**src/rtl/core/cps_pkg.sv**
```systemverilog
`timescale 1ns / 1ps
package cps_pkg;

   // table size default
   localparam int SLOTS_DEF = 16;

   // register indexes and reset values
   localparam logic [7:0] CSR_MODE      = 8'd0;
   localparam logic [7:0] CSR_QUANTUM   = 8'd1;
   localparam logic [1:0] MODE_RR       = 2'd0;
   localparam logic [1:0] MODE_SRT      = 2'd1;
   localparam logic [1:0] MODE_PRIO     = 2'd2;
   // spare mode code, runs as priority
   localparam logic [1:0] MODE_PRIO_ALT = 2'd3;
   localparam logic [7:0] QUANTUM_RST   = 8'd4;

   // request kinds
   localparam logic KIND_ARRIVAL = 1'b0;
   localparam logic KIND_TICK    = 1'b1;

   localparam int REQ_W = 32;
   localparam int RSP_W = 80;

   typedef enum logic [3:0] {
      ST_IDLE, ST_FREE, ST_STORE, ST_RR_PUSH, ST_RR_POP, ST_RR_POPD, ST_CUR_PUSH, ST_SCAN,
      ST_SCAN_END, ST_SEL_RD, ST_EXEC, ST_FINISH, ST_RM_RD, ST_RM_WR, ST_RM_END, ST_POST
   } cps_state_type;

   typedef struct packed {
      logic latch;
      logic free_step;
      logic store;
      logic rr_push;
      logic rr_pop;
      logic rr_popd;
      logic cur_push;
      logic scan_step;
      logic sel_rd;
      logic exec;
      logic finish;
      logic tick_idle;
      logic rm_rd;
      logic rm_wr;
      logic rm_end;
      logic post;
   } cps_cmd_type;

   typedef struct packed {
      logic req_kind;
      logic req_burst_zero;
      logic mode_rr;
      logic free_hit;
      logic free_last;
      logic cur_valid;
      logic fifo_nonempty;
      logic scan_done;
      logic found;
      logic done;
      logic rm_done;
      logic out_free;
   } cps_stat_type;

   // clamp to 16 bits
   function automatic logic [15:0] sat16(input logic [31:0] v);
      return (v > 32'd65535) ? 16'hFFFF : v[15:0];
   endfunction

endpackage

```
**src/rtl/core/cps_ctrl.sv**
```systemverilog
`timescale 1ns / 1ps
module cps_ctrl (
   input  logic                 clock,
   input  logic                 reset,
   input  logic                 req_valid,
   output logic                 in_ready,
   output cps_pkg::cps_cmd_type cmd,
   input  cps_pkg::cps_stat_type stat
);
   import cps_pkg::*;

   cps_state_type state_ff, state_in;

   // state register
   always_ff @(posedge clock) begin
      if (reset) begin
         state_ff <= ST_IDLE;
      end else begin
         state_ff <= state_in;
      end
   end

   // next state and commands
   always_comb begin
      state_in = state_ff;
      cmd      = '0;
      in_ready = 1'b0;
      unique case (state_ff)
         ST_IDLE: begin
            in_ready = 1'b1;
            if (req_valid) begin
               cmd.latch = 1'b1;
               if (stat.req_kind == KIND_TICK) begin
                  state_in = stat.mode_rr ? ST_RR_PUSH : ST_CUR_PUSH;
               end else if (stat.req_burst_zero) begin
                  state_in = ST_POST;
               end else begin
                  state_in = ST_FREE;
               end
            end
         end
         ST_FREE: begin
            cmd.free_step = 1'b1;
            if (stat.free_hit) begin
               state_in = ST_STORE;
            end else if (stat.free_last) begin
               state_in = ST_POST;
            end
         end
         ST_STORE: begin
            cmd.store = 1'b1;
            state_in  = ST_POST;
         end
         ST_RR_PUSH: begin
            cmd.rr_push = 1'b1;
            state_in    = ST_RR_POP;
         end
         ST_RR_POP: begin
            cmd.rr_pop = 1'b1;
            if (stat.cur_valid) begin
               state_in = ST_SEL_RD;
            end else if (stat.fifo_nonempty) begin
               state_in = ST_RR_POPD;
            end else begin
               cmd.tick_idle = 1'b1;
               state_in      = ST_POST;
            end
         end
         ST_RR_POPD: begin
            cmd.rr_popd = 1'b1;
            state_in    = ST_SEL_RD;
         end
         ST_CUR_PUSH: begin
            cmd.cur_push = 1'b1;
            state_in     = ST_SCAN;
         end
         ST_SCAN: begin
            cmd.scan_step = 1'b1;
            if (stat.scan_done) begin
               state_in = ST_SCAN_END;
            end
         end
         ST_SCAN_END: begin
            if (stat.found) begin
               state_in = ST_SEL_RD;
            end else begin
               cmd.tick_idle = 1'b1;
               state_in      = ST_POST;
            end
         end
         ST_SEL_RD: begin
            cmd.sel_rd = 1'b1;
            state_in   = ST_EXEC;
         end
         ST_EXEC: begin
            cmd.exec = 1'b1;
            state_in = ST_FINISH;
         end
         ST_FINISH: begin
            cmd.finish = 1'b1;
            state_in   = (stat.done && !stat.mode_rr) ? ST_RM_RD : ST_POST;
         end
         ST_RM_RD: begin
            if (stat.rm_done) begin
               state_in = ST_RM_END;
            end else begin
               cmd.rm_rd = 1'b1;
               state_in  = ST_RM_WR;
            end
         end
         ST_RM_WR: begin
            cmd.rm_wr = 1'b1;
            state_in  = ST_RM_RD;
         end
         ST_RM_END: begin
            cmd.rm_end = 1'b1;
            state_in   = ST_POST;
         end
         ST_POST: begin
            if (stat.out_free) begin
               cmd.post = 1'b1;
               state_in = ST_IDLE;
            end
         end
         default: state_in = ST_IDLE;
      endcase
   end

endmodule

```
**src/rtl/core/cps_dp.sv**
```systemverilog
`timescale 1ns / 1ps
module cps_dp #(
   parameter int SLOTS = cps_pkg::SLOTS_DEF
) (
   input  logic                     clock,
   input  logic                     reset,
   input  cps_pkg::cps_cmd_type     cmd,
   output cps_pkg::cps_stat_type    stat,
   input  logic [cps_pkg::REQ_W-1:0] req_tdata,
   input  logic                     req_tuser,
   input  logic                     csr_valid,
   input  logic [7:0]               csr_index,
   input  logic [7:0]               csr_data,
   output logic                     rsp_tvalid,
   input  logic                     rsp_tready,
   output logic [cps_pkg::RSP_W-1:0] rsp_tdata
);
   import cps_pkg::*;

   localparam int IW = (SLOTS > 1) ? $clog2(SLOTS) : 1;
   localparam int CW = $clog2(SLOTS + 1);
   localparam logic [IW-1:0] SLOT_LAST = IW'(SLOTS - 1);
   localparam logic [CW-1:0] SLOT_CNT  = CW'(SLOTS);

   function automatic logic [IW-1:0] ptr_inc(input logic [IW-1:0] p);
      return (p == SLOT_LAST) ? '0 : p + 1'b1;
   endfunction

   function automatic logic [IW-1:0] ptr_dec(input logic [IW-1:0] p);
      return (p == '0) ? SLOT_LAST : p - 1'b1;
   endfunction

   // configuration
   logic [1:0] mode_ff;
   logic [7:0] quantum_ff;
   always_ff @(posedge clock) begin
      if (reset) begin
         mode_ff    <= MODE_RR;
         quantum_ff <= QUANTUM_RST;
      end else if (csr_valid) begin
         if (csr_index == CSR_MODE) begin
            mode_ff <= csr_data[1:0];
         end else if (csr_index == CSR_QUANTUM) begin
            quantum_ff <= csr_data;
         end
      end
   end

   logic       mode_rr;
   logic [7:0] q_eff;
   assign mode_rr = (mode_ff == MODE_RR);
   assign q_eff   = (quantum_ff == 8'd0) ? 8'd1 : quantum_ff;

   // latched request fields
   logic [7:0]  in_id_ff;
   logic [15:0] in_burst_ff;
   logic [7:0]  in_prio_ff;
   always_ff @(posedge clock) begin
      if (cmd.latch) begin
         in_id_ff    <= req_tdata[7:0];
         in_burst_ff <= req_tdata[23:8];
         in_prio_ff  <= req_tdata[31:24];
      end
   end

   // scheduler registers
   logic [SLOTS-1:0] valid_ff, started_ff;
   logic [31:0]      time_ff;
   logic [IW-1:0]    head_ff, tail_ff, cur_ff, sel_ff, free_ff;
   logic [CW-1:0]    count_ff;
   logic             cur_valid_ff;
   logic [7:0]       slice_ff;
   logic [CW-1:0]    scan_ff;
   logic             cmp_v_ff, found_ff;
   logic [IW-1:0]    cmp_slot_ff;
   logic [15:0]      best_key_ff;
   logic [31:0]      best_age_ff;
   logic [7:0]       best_id_ff;
   logic [IW-1:0]    rm_ptr_ff, rm_prev_ff;
   logic [CW-1:0]    rm_k_ff;
   logic             rm_seen_ff;
   logic             done_ff;
   logic [31:0]      elapsed_ff, resp_diff_ff;
   logic [15:0]      burst_ff;

   // entry stores
   logic [7:0]  ent_id_mem    [SLOTS];
   logic [15:0] ent_rem_mem   [SLOTS];
   logic [15:0] ent_burst_mem [SLOTS];
   logic [7:0]  ent_urg_mem   [SLOTS];
   logic [31:0] ent_arr_mem   [SLOTS];
   logic [31:0] ent_first_mem [SLOTS];
   logic [7:0]  ent_id_rd, ent_urg_rd;
   logic [15:0] ent_rem_rd, ent_burst_rd;
   logic [31:0] ent_arr_rd, ent_first_rd;
   logic [IW-1:0] ent_addr;
   logic [15:0]   rem_dec;

   assign rem_dec = ent_rem_rd - 16'd1;

   always_comb begin
      if (cmd.sel_rd) begin
         ent_addr = sel_ff;
      end else if (scan_ff < SLOT_CNT) begin
         ent_addr = scan_ff[IW-1:0];
      end else begin
         ent_addr = '0;
      end
   end

   // entry store writes and registered reads
   always_ff @(posedge clock) begin
      if (cmd.store) begin
         ent_id_mem[free_ff]    <= in_id_ff;
         ent_rem_mem[free_ff]   <= in_burst_ff;
         ent_burst_mem[free_ff] <= in_burst_ff;
         ent_urg_mem[free_ff]   <= in_prio_ff;
         ent_arr_mem[free_ff]   <= time_ff;
      end
      if (cmd.exec) begin
         ent_rem_mem[sel_ff] <= rem_dec;
         if (!started_ff[sel_ff]) begin
            ent_first_mem[sel_ff] <= time_ff;
         end
      end
      ent_id_rd    <= ent_id_mem[ent_addr];
      ent_rem_rd   <= ent_rem_mem[ent_addr];
      ent_burst_rd <= ent_burst_mem[ent_addr];
      ent_urg_rd   <= ent_urg_mem[ent_addr];
      ent_arr_rd   <= ent_arr_mem[ent_addr];
      ent_first_rd <= ent_first_mem[ent_addr];
   end

   // ready queue memory
   logic [IW-1:0] fifo_mem [SLOTS];
   logic [IW-1:0] fifo_rd, fifo_raddr, fifo_waddr, fifo_wdata;
   logic          fifo_we, fifo_room, rr_expire;

   assign fifo_room = (count_ff < SLOT_CNT);
   assign rr_expire = cur_valid_ff && (slice_ff >= q_eff);
   assign fifo_raddr = cmd.rm_rd ? rm_ptr_ff : head_ff;

   always_comb begin
      fifo_we    = 1'b0;
      fifo_waddr = tail_ff;
      fifo_wdata = cur_ff;
      if (cmd.store) begin
         fifo_we    = fifo_room;
         fifo_wdata = free_ff;
      end else if ((cmd.rr_push && rr_expire) || (cmd.cur_push && cur_valid_ff)) begin
         fifo_we = fifo_room;
      end else if (cmd.rm_wr && rm_seen_ff && (fifo_rd != sel_ff)) begin
         fifo_we    = 1'b1;
         fifo_waddr = rm_prev_ff;
         fifo_wdata = fifo_rd;
      end
   end

   always_ff @(posedge clock) begin
      if (fifo_we) begin
         fifo_mem[fifo_waddr] <= fifo_wdata;
      end
      fifo_rd <= fifo_mem[fifo_raddr];
   end

   // queue pointers, turn holder and slice count
   always_ff @(posedge clock) begin
      if (reset) begin
         head_ff      <= '0;
         tail_ff      <= '0;
         count_ff     <= '0;
         cur_ff       <= '0;
         cur_valid_ff <= 1'b0;
         slice_ff     <= '0;
      end else begin
         if (cmd.store && fifo_room) begin
            tail_ff  <= ptr_inc(tail_ff);
            count_ff <= count_ff + 1'b1;
         end
         if (cmd.rr_push && rr_expire) begin
            if (fifo_room) begin
               tail_ff  <= ptr_inc(tail_ff);
               count_ff <= count_ff + 1'b1;
            end
            cur_valid_ff <= 1'b0;
         end
         if (cmd.rr_pop && !cur_valid_ff && (count_ff != '0)) begin
            head_ff  <= ptr_inc(head_ff);
            count_ff <= count_ff - 1'b1;
         end
         if (cmd.rr_popd) begin
            cur_ff       <= fifo_rd;
            cur_valid_ff <= 1'b1;
            slice_ff     <= '0;
         end
         if (cmd.cur_push && cur_valid_ff) begin
            if (fifo_room) begin
               tail_ff  <= ptr_inc(tail_ff);
               count_ff <= count_ff + 1'b1;
            end
            cur_valid_ff <= 1'b0;
            slice_ff     <= '0;
         end
         if (cmd.exec && mode_rr && (slice_ff != 8'hFF)) begin
            slice_ff <= slice_ff + 8'd1;
         end
         if (cmd.finish && done_ff && mode_rr) begin
            cur_valid_ff <= 1'b0;
            slice_ff     <= '0;
         end
         if (cmd.rm_end) begin
            tail_ff  <= ptr_dec(tail_ff);
            count_ff <= count_ff - 1'b1;
         end
      end
   end

   // scan compare
   logic [15:0] key_i;
   logic [31:0] age_i;
   logic        better;
   assign key_i = (mode_ff == MODE_SRT) ? ent_rem_rd : {8'd0, ent_urg_rd};
   assign age_i = time_ff - ent_arr_rd;
   always_comb begin
      if (!found_ff) begin
         better = 1'b1;
      end else if (key_i != best_key_ff) begin
         better = (key_i < best_key_ff);
      end else if (age_i != best_age_ff) begin
         better = (age_i > best_age_ff);
      end else begin
         better = (ent_id_rd < best_id_ff);
      end
   end

   // table scan and selected entry
   always_ff @(posedge clock) begin
      if (reset) begin
         scan_ff  <= '0;
         cmp_v_ff <= 1'b0;
         found_ff <= 1'b0;
         sel_ff   <= '0;
      end else begin
         if (cmd.cur_push) begin
            scan_ff  <= '0;
            cmp_v_ff <= 1'b0;
            found_ff <= 1'b0;
         end
         if (cmd.scan_step) begin
            cmp_v_ff    <= (scan_ff < SLOT_CNT) && valid_ff[ent_addr];
            cmp_slot_ff <= ent_addr;
            scan_ff     <= scan_ff + 1'b1;
            if (cmp_v_ff && better) begin
               found_ff    <= 1'b1;
               best_key_ff <= key_i;
               best_age_ff <= age_i;
               best_id_ff  <= ent_id_rd;
               sel_ff      <= cmp_slot_ff;
            end
         end
         if (cmd.rr_pop && cur_valid_ff) begin
            sel_ff <= cur_ff;
         end
         if (cmd.rr_popd) begin
            sel_ff <= fifo_rd;
         end
      end
   end

   // result staging
   logic        res_acc_ff, res_idle_ff, res_done_ff;
   logic [7:0]  res_id_ff;
   logic [31:0] res_start_ff;
   logic [15:0] res_wait_ff, res_resp_ff;
   logic [31:0] wait_raw;
   assign wait_raw = (elapsed_ff >= {16'd0, burst_ff}) ? elapsed_ff - {16'd0, burst_ff} : 32'd0;

   // entry flags, time and free slot search
   always_ff @(posedge clock) begin
      if (reset) begin
         valid_ff   <= '0;
         started_ff <= '0;
         time_ff    <= '0;
         free_ff    <= '0;
      end else begin
         if (cmd.latch) begin
            free_ff <= '0;
         end
         if (cmd.free_step && valid_ff[free_ff] && (free_ff != SLOT_LAST)) begin
            free_ff <= free_ff + 1'b1;
         end
         if (cmd.store) begin
            valid_ff[free_ff]   <= 1'b1;
            started_ff[free_ff] <= 1'b0;
         end
         if (cmd.exec) begin
            started_ff[sel_ff] <= 1'b1;
            time_ff            <= time_ff + 32'd1;
         end
         if (cmd.tick_idle) begin
            time_ff <= time_ff + 32'd1;
         end
         if (cmd.finish && done_ff) begin
            valid_ff[sel_ff]   <= 1'b0;
            started_ff[sel_ff] <= 1'b0;
         end
      end
   end

   // run one time unit and completion figures
   always_ff @(posedge clock) begin
      if (cmd.latch) begin
         res_acc_ff   <= 1'b0;
         res_idle_ff  <= 1'b0;
         res_done_ff  <= 1'b0;
         res_id_ff    <= '0;
         res_start_ff <= '0;
         res_wait_ff  <= '0;
         res_resp_ff  <= '0;
      end
      if (cmd.store) begin
         res_acc_ff <= 1'b1;
      end
      if (cmd.tick_idle) begin
         res_idle_ff  <= 1'b1;
         res_start_ff <= time_ff;
      end
      if (cmd.exec) begin
         res_id_ff    <= ent_id_rd;
         res_start_ff <= time_ff;
         done_ff      <= (rem_dec == 16'd0);
         burst_ff     <= ent_burst_rd;
         elapsed_ff   <= time_ff + 32'd1 - ent_arr_rd;
         resp_diff_ff <= (started_ff[sel_ff] ? ent_first_rd : time_ff) - ent_arr_rd;
      end
      if (cmd.finish && done_ff) begin
         res_done_ff <= 1'b1;
         res_wait_ff <= sat16(wait_raw);
         res_resp_ff <= sat16(resp_diff_ff);
      end
   end

   // queue removal walk
   always_ff @(posedge clock) begin
      if (cmd.finish) begin
         rm_ptr_ff  <= head_ff;
         rm_k_ff    <= '0;
         rm_seen_ff <= 1'b0;
      end
      if (cmd.rm_wr) begin
         if (fifo_rd == sel_ff) begin
            rm_seen_ff <= 1'b1;
         end
         rm_prev_ff <= rm_ptr_ff;
         rm_ptr_ff  <= ptr_inc(rm_ptr_ff);
         rm_k_ff    <= rm_k_ff + 1'b1;
      end
   end

   // output register
   logic            rsp_valid_ff;
   logic [RSP_W-1:0] rsp_data_ff;
   always_ff @(posedge clock) begin
      if (reset) begin
         rsp_valid_ff <= 1'b0;
      end else if (cmd.post) begin
         rsp_valid_ff <= 1'b1;
      end else if (rsp_tready) begin
         rsp_valid_ff <= 1'b0;
      end
   end

   always_ff @(posedge clock) begin
      if (cmd.post) begin
         rsp_data_ff <= {5'd0, res_resp_ff, res_wait_ff, res_done_ff, res_start_ff,
                         res_id_ff, res_idle_ff, res_acc_ff};
      end
   end

   assign rsp_tvalid = rsp_valid_ff;
   assign rsp_tdata  = rsp_data_ff;

   // status to the controller
   always_comb begin
      stat.req_kind       = req_tuser;
      stat.req_burst_zero = (req_tdata[23:8] == 16'd0);
      stat.mode_rr        = mode_rr;
      stat.free_hit       = !valid_ff[free_ff];
      stat.free_last      = (free_ff == SLOT_LAST);
      stat.cur_valid      = cur_valid_ff;
      stat.fifo_nonempty  = (count_ff != '0);
      stat.scan_done      = (scan_ff == SLOT_CNT);
      stat.found          = found_ff;
      stat.done           = done_ff;
      stat.rm_done        = (rm_k_ff == count_ff);
      stat.out_free       = !rsp_valid_ff || rsp_tready;
   end

endmodule

```
**src/rtl/core/cpu_process_scheduler_top.sv**
```systemverilog
`timescale 1ns / 1ps
// Process scheduler over a table of SLOTS ready processes.
// Request channel req_*: one request per handshake, arrival (store a process) or
// tick (run one time unit). Result channel rsp_*: exactly one result per request.
// Configuration channel csr_*: index 0 scheduling mode, index 1 round-robin quantum;
// always ready. The user must see that it is written only while no request is in flight;
// the block does not enforce this. An arrival searches the table for a free slot, one
// slot per cycle; a zero burst skips the search and a full table leaves it unaccepted.
// A round-robin tick requeues an expired turn, starts a new turn from the ready queue
// if none is running and runs it. A shortest-remaining or priority tick scans the table
// through the single read port of the entry store, runs the best entry and, on
// completion, walks the ready queue of N entries to close the gap left by it.
// One request is processed at a time; the next one is taken in the cycle after the
// current result is posted to the output register, even if the receiver has not taken it.
// A stalled receiver holds the result in place and the block waits before posting
// the following result. Reset is synchronous: table empty, queue empty, time zero,
// mode round robin, quantum 4. No clearing pass is needed.
module cpu_process_scheduler_top #(
   parameter int SLOTS = cps_pkg::SLOTS_DEF
) (
   input  logic                      clock,
   input  logic                      reset,
   input  logic                      req_tvalid,
   output logic                      req_tready,
   // [7:0] proc_id, [23:8] burst_len, [31:24] prio_level
   input  logic [cps_pkg::REQ_W-1:0] req_tdata,
   // [0] kind
   input  logic                      req_tuser,
   output logic                      rsp_tvalid,
   input  logic                      rsp_tready,
   // [0] accepted, [1] cpu_idle, [9:2] running_id, [41:10] slot_start,
   // [42] proc_done, [58:43] wait_time, [74:59] response_time, [79:75] zero
   output logic [cps_pkg::RSP_W-1:0] rsp_tdata,
   input  logic                      csr_valid,
   output logic                      csr_ready,
   input  logic [7:0]                csr_index,
   input  logic [7:0]                csr_data
);
   import cps_pkg::*;

   cps_cmd_type  cmd;
   cps_stat_type stat;

   assign csr_ready = 1'b1;

   cps_ctrl u_ctrl (
      .clock    (clock),
      .reset    (reset),
      .req_valid(req_tvalid),
      .in_ready (req_tready),
      .cmd      (cmd),
      .stat     (stat)
   );

   cps_dp #(.SLOTS(SLOTS)) u_dp (
      .clock     (clock),
      .reset     (reset),
      .cmd       (cmd),
      .stat      (stat),
      .req_tdata (req_tdata),
      .req_tuser (req_tuser),
      .csr_valid (csr_valid && csr_ready),
      .csr_index (csr_index),
      .csr_data  (csr_data),
      .rsp_tvalid(rsp_tvalid),
      .rsp_tready(rsp_tready),
      .rsp_tdata (rsp_tdata)
   );

   // one request at a time
   a_one_in_flight: assert property (@(posedge clock) disable iff (reset)
      (req_tvalid && req_tready) |=> !req_tready)
      else $error("request taken while another is in flight");

   // a result only appears when the controller posts one
   a_post_source: assert property (@(posedge clock) disable iff (reset)
      $rose(rsp_tvalid) |-> $past(cmd.post))
      else $error("result raised without a post command");

   // completion only on a tick that ran a process
   a_done_kind: assert property (@(posedge clock) disable iff (reset)
      (rsp_tvalid && rsp_tdata[42]) |-> (!rsp_tdata[0] && !rsp_tdata[1]))
      else $error("completion flagged on arrival or idle tick");

   // removal walk only outside round robin
   a_rm_mode: assert property (@(posedge clock) disable iff (reset)
      cmd.rm_rd |-> !stat.mode_rr)
      else $error("queue removal in round-robin mode");

endmodule
```
**config.mk**
```make
export PLATFORM = sky130hd
export DESIGN_NAME = cpu_process_scheduler_top
export DESIGN_NICKNAME = d
export VERILOG_FILES = /design/src/rtl/core/cps_pkg.sv /design/src/rtl/core/cps_ctrl.sv /design/src/rtl/core/cps_dp.sv /design/src/rtl/core/cpu_process_scheduler_top.sv
export SDC_FILE = /design/constraint.sdc
export NUM_CORES = 2
export LEC_CHECK = 0
export BUFFER_PORTS_ARGS = -buffer_cell sky130_fd_sc_hd__buf_2
export CAP_MARGIN = 30
export CORE_MARGIN = 2
export CORE_UTILIZATION = 45
export CTS_CLUSTER_DIAMETER = 30
export DETAILED_ROUTE_END_ITERATION = 8
export HOLD_SLACK_MARGIN = 0.15
export SYNTH_ARGS = -nofsm -noshare
export SYNTH_HDL_FRONTEND = slang
export SYNTH_SLANG_ARGS = --single-unit
```
**constraint.sdc**
```tcl
create_clock -name clock -period 8.8 [get_ports clock]
set_clock_uncertainty 0.1 [all_clocks]
set_input_delay 0.88 -clock clock [delete_from_list [all_inputs] [get_ports clock]]
set_output_delay 0.88 -clock clock [all_outputs]
set_load 0.02 [all_outputs]
```
; ---- After elaboration in Yosys (flattened, before gate mapping)
; Memory sizes are Yosys's and may differ from the RTL's. A register that Yosys moved wholly into a read port is not among the register bits.
; Cells that the tools add are included.
[op_classes]
n_addsub = 16
magnitude_cmp = 14
n_eq_ne = 33
mux = 142
n_bitwise = 9
reduce_logical = 55
[ops]
columns = cell, n
row1 = 16-bit two-way mux, 15
row2 = 32-bit two-way mux, 7
row3 = 4-bit two-way mux, 37
row4 = 32-bit subtractor, 3
row5 = "32-bit by 16-bit greater-than comparator with 1-bit output, second input constant", 2
row6 = 4-bit one-hot mux with 15 select lines, 1
row7 = 1-bit two-way mux, 55
row8 = 5-bit two-way mux, 11
row9 = 16-bit AND, 3
row10 = "4-bit equality test, second input constant", 12
row11 = 8-bit two-way mux, 6
row12 = "32-bit by 1-bit adder with 32-bit output, second input constant", 1
row13 = 32-bit by 16-bit >= comparator with 1-bit output, 1
row14 = 32-bit greater-than comparator, 1
row15 = 16-bit logical NOT, 2
row16 = 32-bit != test, 1
row17 = 16-bit NOT, 2
row18 = 16-bit OR, 2
row19 = 32-bit by 16-bit subtractor with 32-bit output, 1
row20 = 1-bit logical AND, 20
row21 = "4-bit by 1-bit adder with 4-bit output, second input constant", 4
row22 = "4-bit by 3-bit equality test with 1-bit output, second input constant", 4
row23 = 8-bit logical NOT, 2
row24 = 16-bit < comparator, 1
row25 = 42 further kinds, 75
[word_totals]
reg_bits = 457
ram_bits = 1856
in_bits = 54
output_inout_bits = 83
word_cells = 317
n_memories = 7
[mem_list]
columns = name, depth, width, rd, rd_clocked_by_memory_dff, wr, line
row1 = u_dp.ent_arr_mem, 16, 32, 1, 1, 1, cps_dp.sv:91  ; logic [31:0] ent_arr_mem [SLOTS];
row2 = u_dp.ent_first_mem, 16, 32, 1, 1, 1, cps_dp.sv:92  ; logic [31:0] ent_first_mem [SLOTS];
row3 = u_dp.ent_burst_mem, 16, 16, 1, 1, 1, cps_dp.sv:89  ; logic [15:0] ent_burst_mem [SLOTS];
row4 = u_dp.ent_rem_mem, 16, 16, 1, 1, 1, cps_dp.sv:88  ; logic [15:0] ent_rem_mem [SLOTS];
row5 = u_dp.ent_id_mem, 16, 8, 1, 1, 1, cps_dp.sv:87  ; logic [7:0] ent_id_mem [SLOTS];
row6 = u_dp.ent_urg_mem, 16, 8, 1, 1, 1, cps_dp.sv:90  ; logic [7:0] ent_urg_mem [SLOTS];
row7 = +1 memories, --, --, --, --, --, --

; ---- Depth between registers and ports, before layout
[depth]
word_depth = 13
depth_mapped = 25
mapped_depth_nobuf = 25

; ---- Modules after synthesis
; A second synthesis with hierarchy kept.
[hier_totals]
hier_cells = 8750
hier_area_um2 = 103534.3
[by_module_without_submodules]
columns = mod, instances, cells_each, area_each_um2, seq_area_each_um2
row1 = cps_dp, 1, 8654, 102921.2, 70457.6
row2 = cps_ctrl, 1, 94, 601.8, 80.1
row3 = cpu_process_scheduler_top, 1, 2, 11.3, 0.0

; ---- Worst setup path before layout
; OpenSTA, ideal clock, no wires.
[synth_timing]
path_type = register to register
from = register u_dp.time_ff[0]
to = register u_dp.best_age_ff[0] (enable)
setup_ns = 0.490
t_arrival_ns = 7.158
t_required_ns = 8.210
setup_slack_ns = 1.052
stages_incl_launch_ff = 21
n_path_buf = 0
synth_period_minus_slack_ns = 7.748
path_cell_list = dfxtp_1 -> inv_1 -> ha_1 -> inv_1 -> fa_1 -> a21oi_1 -> o211a_1 -> o211ai_1 -> a41oi_1 -> nor2b_1 -> o41ai_1 -> o21ai_0 -> nand2b_1 -> a31oi_1 -> xor2_1 -> ha_1 -> nand4_1 -> nor4_1 -> o21ai_0 -> a41o_1 -> a21oi_1
[synth_via]
elab_chain_len = 7
word_cells_on_any_way = 8
cone_classes = 1 x add/sub / 1 x order compare / 1 x eq/ne / 3 x mux / 2 x reduce/logical
[synth_rtl]
columns = item, line
row1 = start: declaration, cps_dp.sv:68  ; logic [31:0] time_ff;
row2 = start signal: assignment, cps_dp.sv:298  ; time_ff <= time_ff + 32'd1;
row3 = start signal: assignment, cps_dp.sv:301  ; time_ff <= time_ff + 32'd1;
row4 = 32-bit subtractor *, cps_dp.sv:223  ; assign age_i = time_ff - ent_arr_rd;
row5 = net u_dp.age_i[28], cps_dp.sv:220  ; logic [31:0] age_i;
row6 = 32-bit greater-than comparator / 32-bit != test (equally long branches), "cps_dp.sv:230, cps_dp.sv:229"
row7 = 1-bit two-way mux *, cps_dp.sv:229  ; end else if (age_i != best_age_ff) begin
row8 = 1-bit two-way mux *, cps_dp.sv:227  ; end else if (key_i != best_key_ff) begin
row9 = 1-bit two-way mux *, cps_dp.sv:225  ; if (!found_ff) begin
row10 = 1-bit logical AND *, cps_dp.sv:253  ; if (cmp_v_ff && better) begin
row11 = 3-bit AND reduction (no source line) *, --
row12 = end signal: assignment, cps_dp.sv:256  ; best_age_ff <= age_i;
row13 = end: declaration, cps_dp.sv:77  ; logic [31:0] best_age_ff;
; The timed path passes the listed nets; every way through them passes the cells marked *.
; A chain may end at the register's enable or synchronous reset.

; ---- Worst setup path in the final report
[layout_timing]
from = register u_dp.time_ff[0]
to = register u_dp.sel_ff[2]
[layout_via]
elab_chain_len = 8
word_cells_on_any_way = 9
cone_classes = 1 x add/sub / 1 x order compare / 1 x eq/ne / 3 x mux / 3 x reduce/logical
[layout_rtl]
columns = item, line
row1 = 32-bit subtractor *, cps_dp.sv:223
row2 = net u_dp.age_i[28], cps_dp.sv:220
row3 = 32-bit greater-than comparator / 32-bit != test (equally long branches), "cps_dp.sv:230, cps_dp.sv:229"
row4 = 1-bit two-way mux *, cps_dp.sv:229
row5 = 1-bit two-way mux *, cps_dp.sv:227
row6 = 1-bit two-way mux *, cps_dp.sv:225
row7 = 1-bit logical AND *, cps_dp.sv:253
row8 = 3-bit nonzero test (no source line) *, --
row9 = 2-bit AND reduction (no source line) *, --
row10 = end signal: assignment, cps_dp.sv:258  ; sel_ff <= cmp_slot_ff;
row11 = end signal: assignment, cps_dp.sv:262  ; sel_ff <= cur_ff;
row12 = end signal: assignment, cps_dp.sv:265  ; sel_ff <= fifo_rd;
row13 = end: declaration, cps_dp.sv:69  ; logic [IW-1:0] head_ff, tail_ff, cur_ff, sel_ff, free_ff;
; Marked as above.

==> impl_metrics.csv <==
group,metric,value,unit
place,portBuffers,130,
yosys,ys_top_cells_by_area,"edfxtp_1 65%, nand2_1 7.4%, nand3_1 4.8%",
final_layout,nets,8754,
global_route,antenna_found_initial,20,
clock_tree,insertion_delay,980,ps
global_route,grt_most_used_layer,"met2",
place,dpl-instance-area,0.105,mm^2
clock_tree,cts_tree,"done",
setup_path,endpoint_kind,"flip-flop",
sta,max_slew_margin,28.7,%
setup_path,cp_common_cell,"o21ai_0",
global_route,met3_usage,4.34,%
global_route,grt_pass1_vias,64922,
sta,period_share,71.7,%
yosys,yosysWarnings,0,
yosys,synthArstFlopShare,0,%
setup_path,crit_slowest_cell,"a211oi_1",
yosys,ys.flop_type,"edfxtp_1",
yosys,ys_ff_latch,2429,
place,globalplace.congestion,0.898,
final_layout,final_layout_size_suffix_gt1_share,14.0,%
global_route,grt_max_degree,170,
global_route,grt_first_pass_wirelength,416,mm
final_layout,seq_area,0.0705,mm^2
setup_path,max_stage_delay,720,ps
die,die-area,0.228,mm^2
yosys,yosysTopAreaCell,"edfxtp_1",
clock_tree,cts-resized-gates,0,
power_and_ir_drop,p_per_area,287,mW/mm^2
yosys,synth-edff-count,2189,
sta,slew_viol_final,0,
die,die_w,478,um
final_layout,multi_input_area,0.0281,mm^2
drt,num_vias,67573,
drt,wl_per_cell,23.6,um
drt,via_per_inst,5.69,
drt,first_pass_iters,7,
place,pre_cts_ws,2550,ps
clock_tree,cts_root_buffer,"clkbuf_16",
clock_tree,cts_buffer_depth,4,
final_layout,post-route-util,54.9,%
clock_tree,cts_sinks,2429,
yosys,synth_area,0.101,mm^2
drt,antenna_left,0,
global_route,use_met2,36.7,%
power_and_ir_drop,ir_drop,240,uV
yosys,synthDistinctLibCells,77,
drt,wl,280,mm
final_layout,layout-area-overhead-vs-synth,21.1,%
setup_path,path_buf_inv,3,
job,maxCapViolCount,0,
sta,worst_pin_slew,1070,ps
clock_tree,cts-buffers-inserted,474,
clock_tree,htree_num_levels,5,
hold_path,worstHoldPathType,"input port to flip-flop",
setup_path,crit_fanout,39,
setup_path,cp_data_arrival_time,7080,ps
setup_path,required,9570,ps
sta,setup_tns,0,ps
die,initial_core_util,45.3,%
clock_tree,clkTransAtPathRegs,50,ps
setup_path,crit_chain,"buf_4 -> inv_1 -> ha_1 -> inv_1 -> fa_1 -> a21oi_1 -> o211a_1 -> o211ai_1 -> a41oi_1 -> nor2b_1 -> o41ai_1 -> o21ai_0 -> nand2b_1 -> a31oi_1 -> xor2_1 -> ha_1 -> nand4_1 -> nor4_1 -> o21ai_0 -> a41o_1 -> a211oi_1 -> o21ai_0 -> o41ai_1",
yosys,netlist.area_leader.share,65.1,%
global_route,met1_usage,35.0,%
setup_path,startpoint_type,"flip-flop",
die,core-area,0.223,mm^2
clock_tree,cts_setup_buffers,0,
drt,drc,0,
yosys,ys_seq_area_share,69.9,%
final_layout,nFillCells,18121,
sta,hold_viol_final,0,
die,num_rows,173,
clock_tree,hold_buffers,46,
setup_path,path_class,"flip-flop to flip-flop",
outcome,status,"complete, no violations",
drt,detail_route.iter0.violations,7588,
sta,setup_violations,0,
setup_path,path_delay_family,"compound AO/OA/AOI/OAI gates",
yosys,postSynthAreaPerCell,12.4,um^2
place,dp_hpwl,156,mm
global_route,grt_overflow,0,
sta,timing.final.ws_setup,2490,ps
global_route,grtUsageTotal,24.0,%
yosys,syn_inst,8144,
final_layout,fin_area,0.122,mm^2
die,die_h,478,um
sta,post-route-min-period,6310,ps
power_and_ir_drop,power.leakage,44.7,nW
sta,rsz0062_at_grt,"false",
sta,fmax,159,MHz
die,ios,137,
[worst register-to-register path, cell delays in order (launching register included)]
cell      delay, ps
dfxtp_1         290
buf_4           230
inv_1           130
ha_1            160
inv_1            50
fa_1            400
a21oi_1         230
o211a_1         250
o211ai_1        150
a41oi_1         340
nor2b_1         130
o41ai_1         580
o21ai_0         310
nand2b_1        140
a31oi_1         100
xor2_1          190
ha_1            320
nand4_1         120
nor4_1          440
o21ai_0         170
a41o_1          350
a211oi_1        720
o21ai_0         230
o41ai_1         100
[cells in the final DEF (no fill, tap or decap), drive strengths merged, types with 18 or more instances in the layout]
cell and n:
o21ai 99, xnor2 118, a311oi 230, nand3 964, a21o 64, ha 189
dfxtp 240, o21a 27, a211oi 55, nor3 47, inv 217, a22oi 18
nand2b 34, buf 313, a31oi 133, a21oi 182, o21bai 21, nand2 1983
nand4 36, bufinv 74, mux2i 38, mux4 26, dlygate4sd3 46, edfxtp 2189
clkinvlp 60, nor2b 42, nor2 289, and3 145, mux2 37, xor2 77
nor4 22, clkbuf 537, clkinv 176, and2 46
[Yosys cell counts (5+ instances only)]
master       n
xnor2_1    118
nor2_1     289
nand4_1     36
inv_1      190
a311oi_1   230
buf_4        6
a21o_1      64
nand2_1   1983
ha_1       189
mux2i_1     37
edfxtp_1  2189
mux4_2      26
or3_1       13
nor2b_1     42
a21oi_2     10
a211oi_1    55
nand3b_1     6
or4_1        5
a211o_1      5
nor3_1      47
xor2_1      77
and2_1      46
mux2_2      37
nand3_1    964
clkbuf_1   372
o22ai_1      6
a31oi_1    133
or2_2        6
o41ai_1      6
o21ai_0     99
nor4_1      22
and3_1     145
nand2b_1    33
dfxtp_1    240
buf_1       37
buf_2       60
a22oi_1     18
a21oi_1    172
o21bai_1    21
o211ai_1     6
nor3b_1      8
o21a_1      27
[kinds of logic (layout without fill, tap and decap cells)]
family                     Yosys count  count (layout)  share of synthesized area [%]
muxes                              101             101                           1.37
buffers and inverters              667            1423                           2.58
DFF                               2429            2429                           69.9
and+or+nand+nor                   3657            3657                           15.8
adders and majority gates          193             193                           2.42
other                                2              10                        0.00744
xor gates and xnor gates           195             195                           1.69
AOI/OAI and AO/OA                  900             900                           6.24
[routing by layer]
layer | vias up | wire length, um
met5 | - | 27
met4 | 4 | 6960
met3 | 475 | 25100
met2 | 3025 | 127000
met1 | 33434 | 122000
li1 | 30635 | -
[flip-flops by register name, summed over array words and instances (netlist names), 32 cells and up]
register	count
u_dp.ent_rem_mem	256
u_dp.ent_burst_mem	256
u_dp.res_start_ff	32
u_dp.time_ff	32
u_dp.ent_first_mem	512
u_dp.ent_id_mem	128
u_dp.elapsed_ff	32
u_dp.ent_urg_mem	128
u_dp.ent_arr_rd	32
u_dp.ent_first_rd	32
u_dp.resp_diff_ff	32
u_dp.fifo_mem	64
u_dp.ent_arr_mem	512
u_dp.best_age_ff	32
u_dp.rsp_tdata	75
[through the flow]
step           std cells  hold WS [ps]  power, W
5_1_grt            11880           242    0.0361
2_1_floorplan       8148           286    0.0158
6_report           11883           245    0.0350
3_3_place_gp       10946           287    0.0170
4_1_cts            11877           187    0.0352
3_5_place_dp       10958           289    0.0170
[cell type report]
type	instances	area share, %
inverter	191	0.636
clock inverter	336	3.27
timing repair buffer	359	2.29
multi-input combinational	5052	23.0
clock buffer	537	10.1
tap	2975	3.04
sequential	2429	57.7
antenna	4	0.00819
[final timing paths]
path / end / from / slack, ps / depth (start not counted)
max: u_dp.sel_ff[2] / u_dp.time_ff[0] / 2490 / 23
min reg2reg: u_dp.rsp_tdata[8] / u_dp.res_id_ff[6] / 270 / 0
max reg2reg: u_dp.sel_ff[2] / u_dp.time_ff[0] / 2490 / 23
min: u_dp.rsp_tvalid / rsp_tready / 240 / 3
[where the power goes]
group          leakage [nW]  total, W  internal (W)  switching, W
logic                  14.8   0.00293      0.000932       0.00200
registers              22.0    0.0139        0.0135      0.000465
clock network          7.86    0.0182        0.0122       0.00595
total                  44.7    0.0350        0.0266       0.00841
Note: power is estimated with default switching activity, not from simulation.
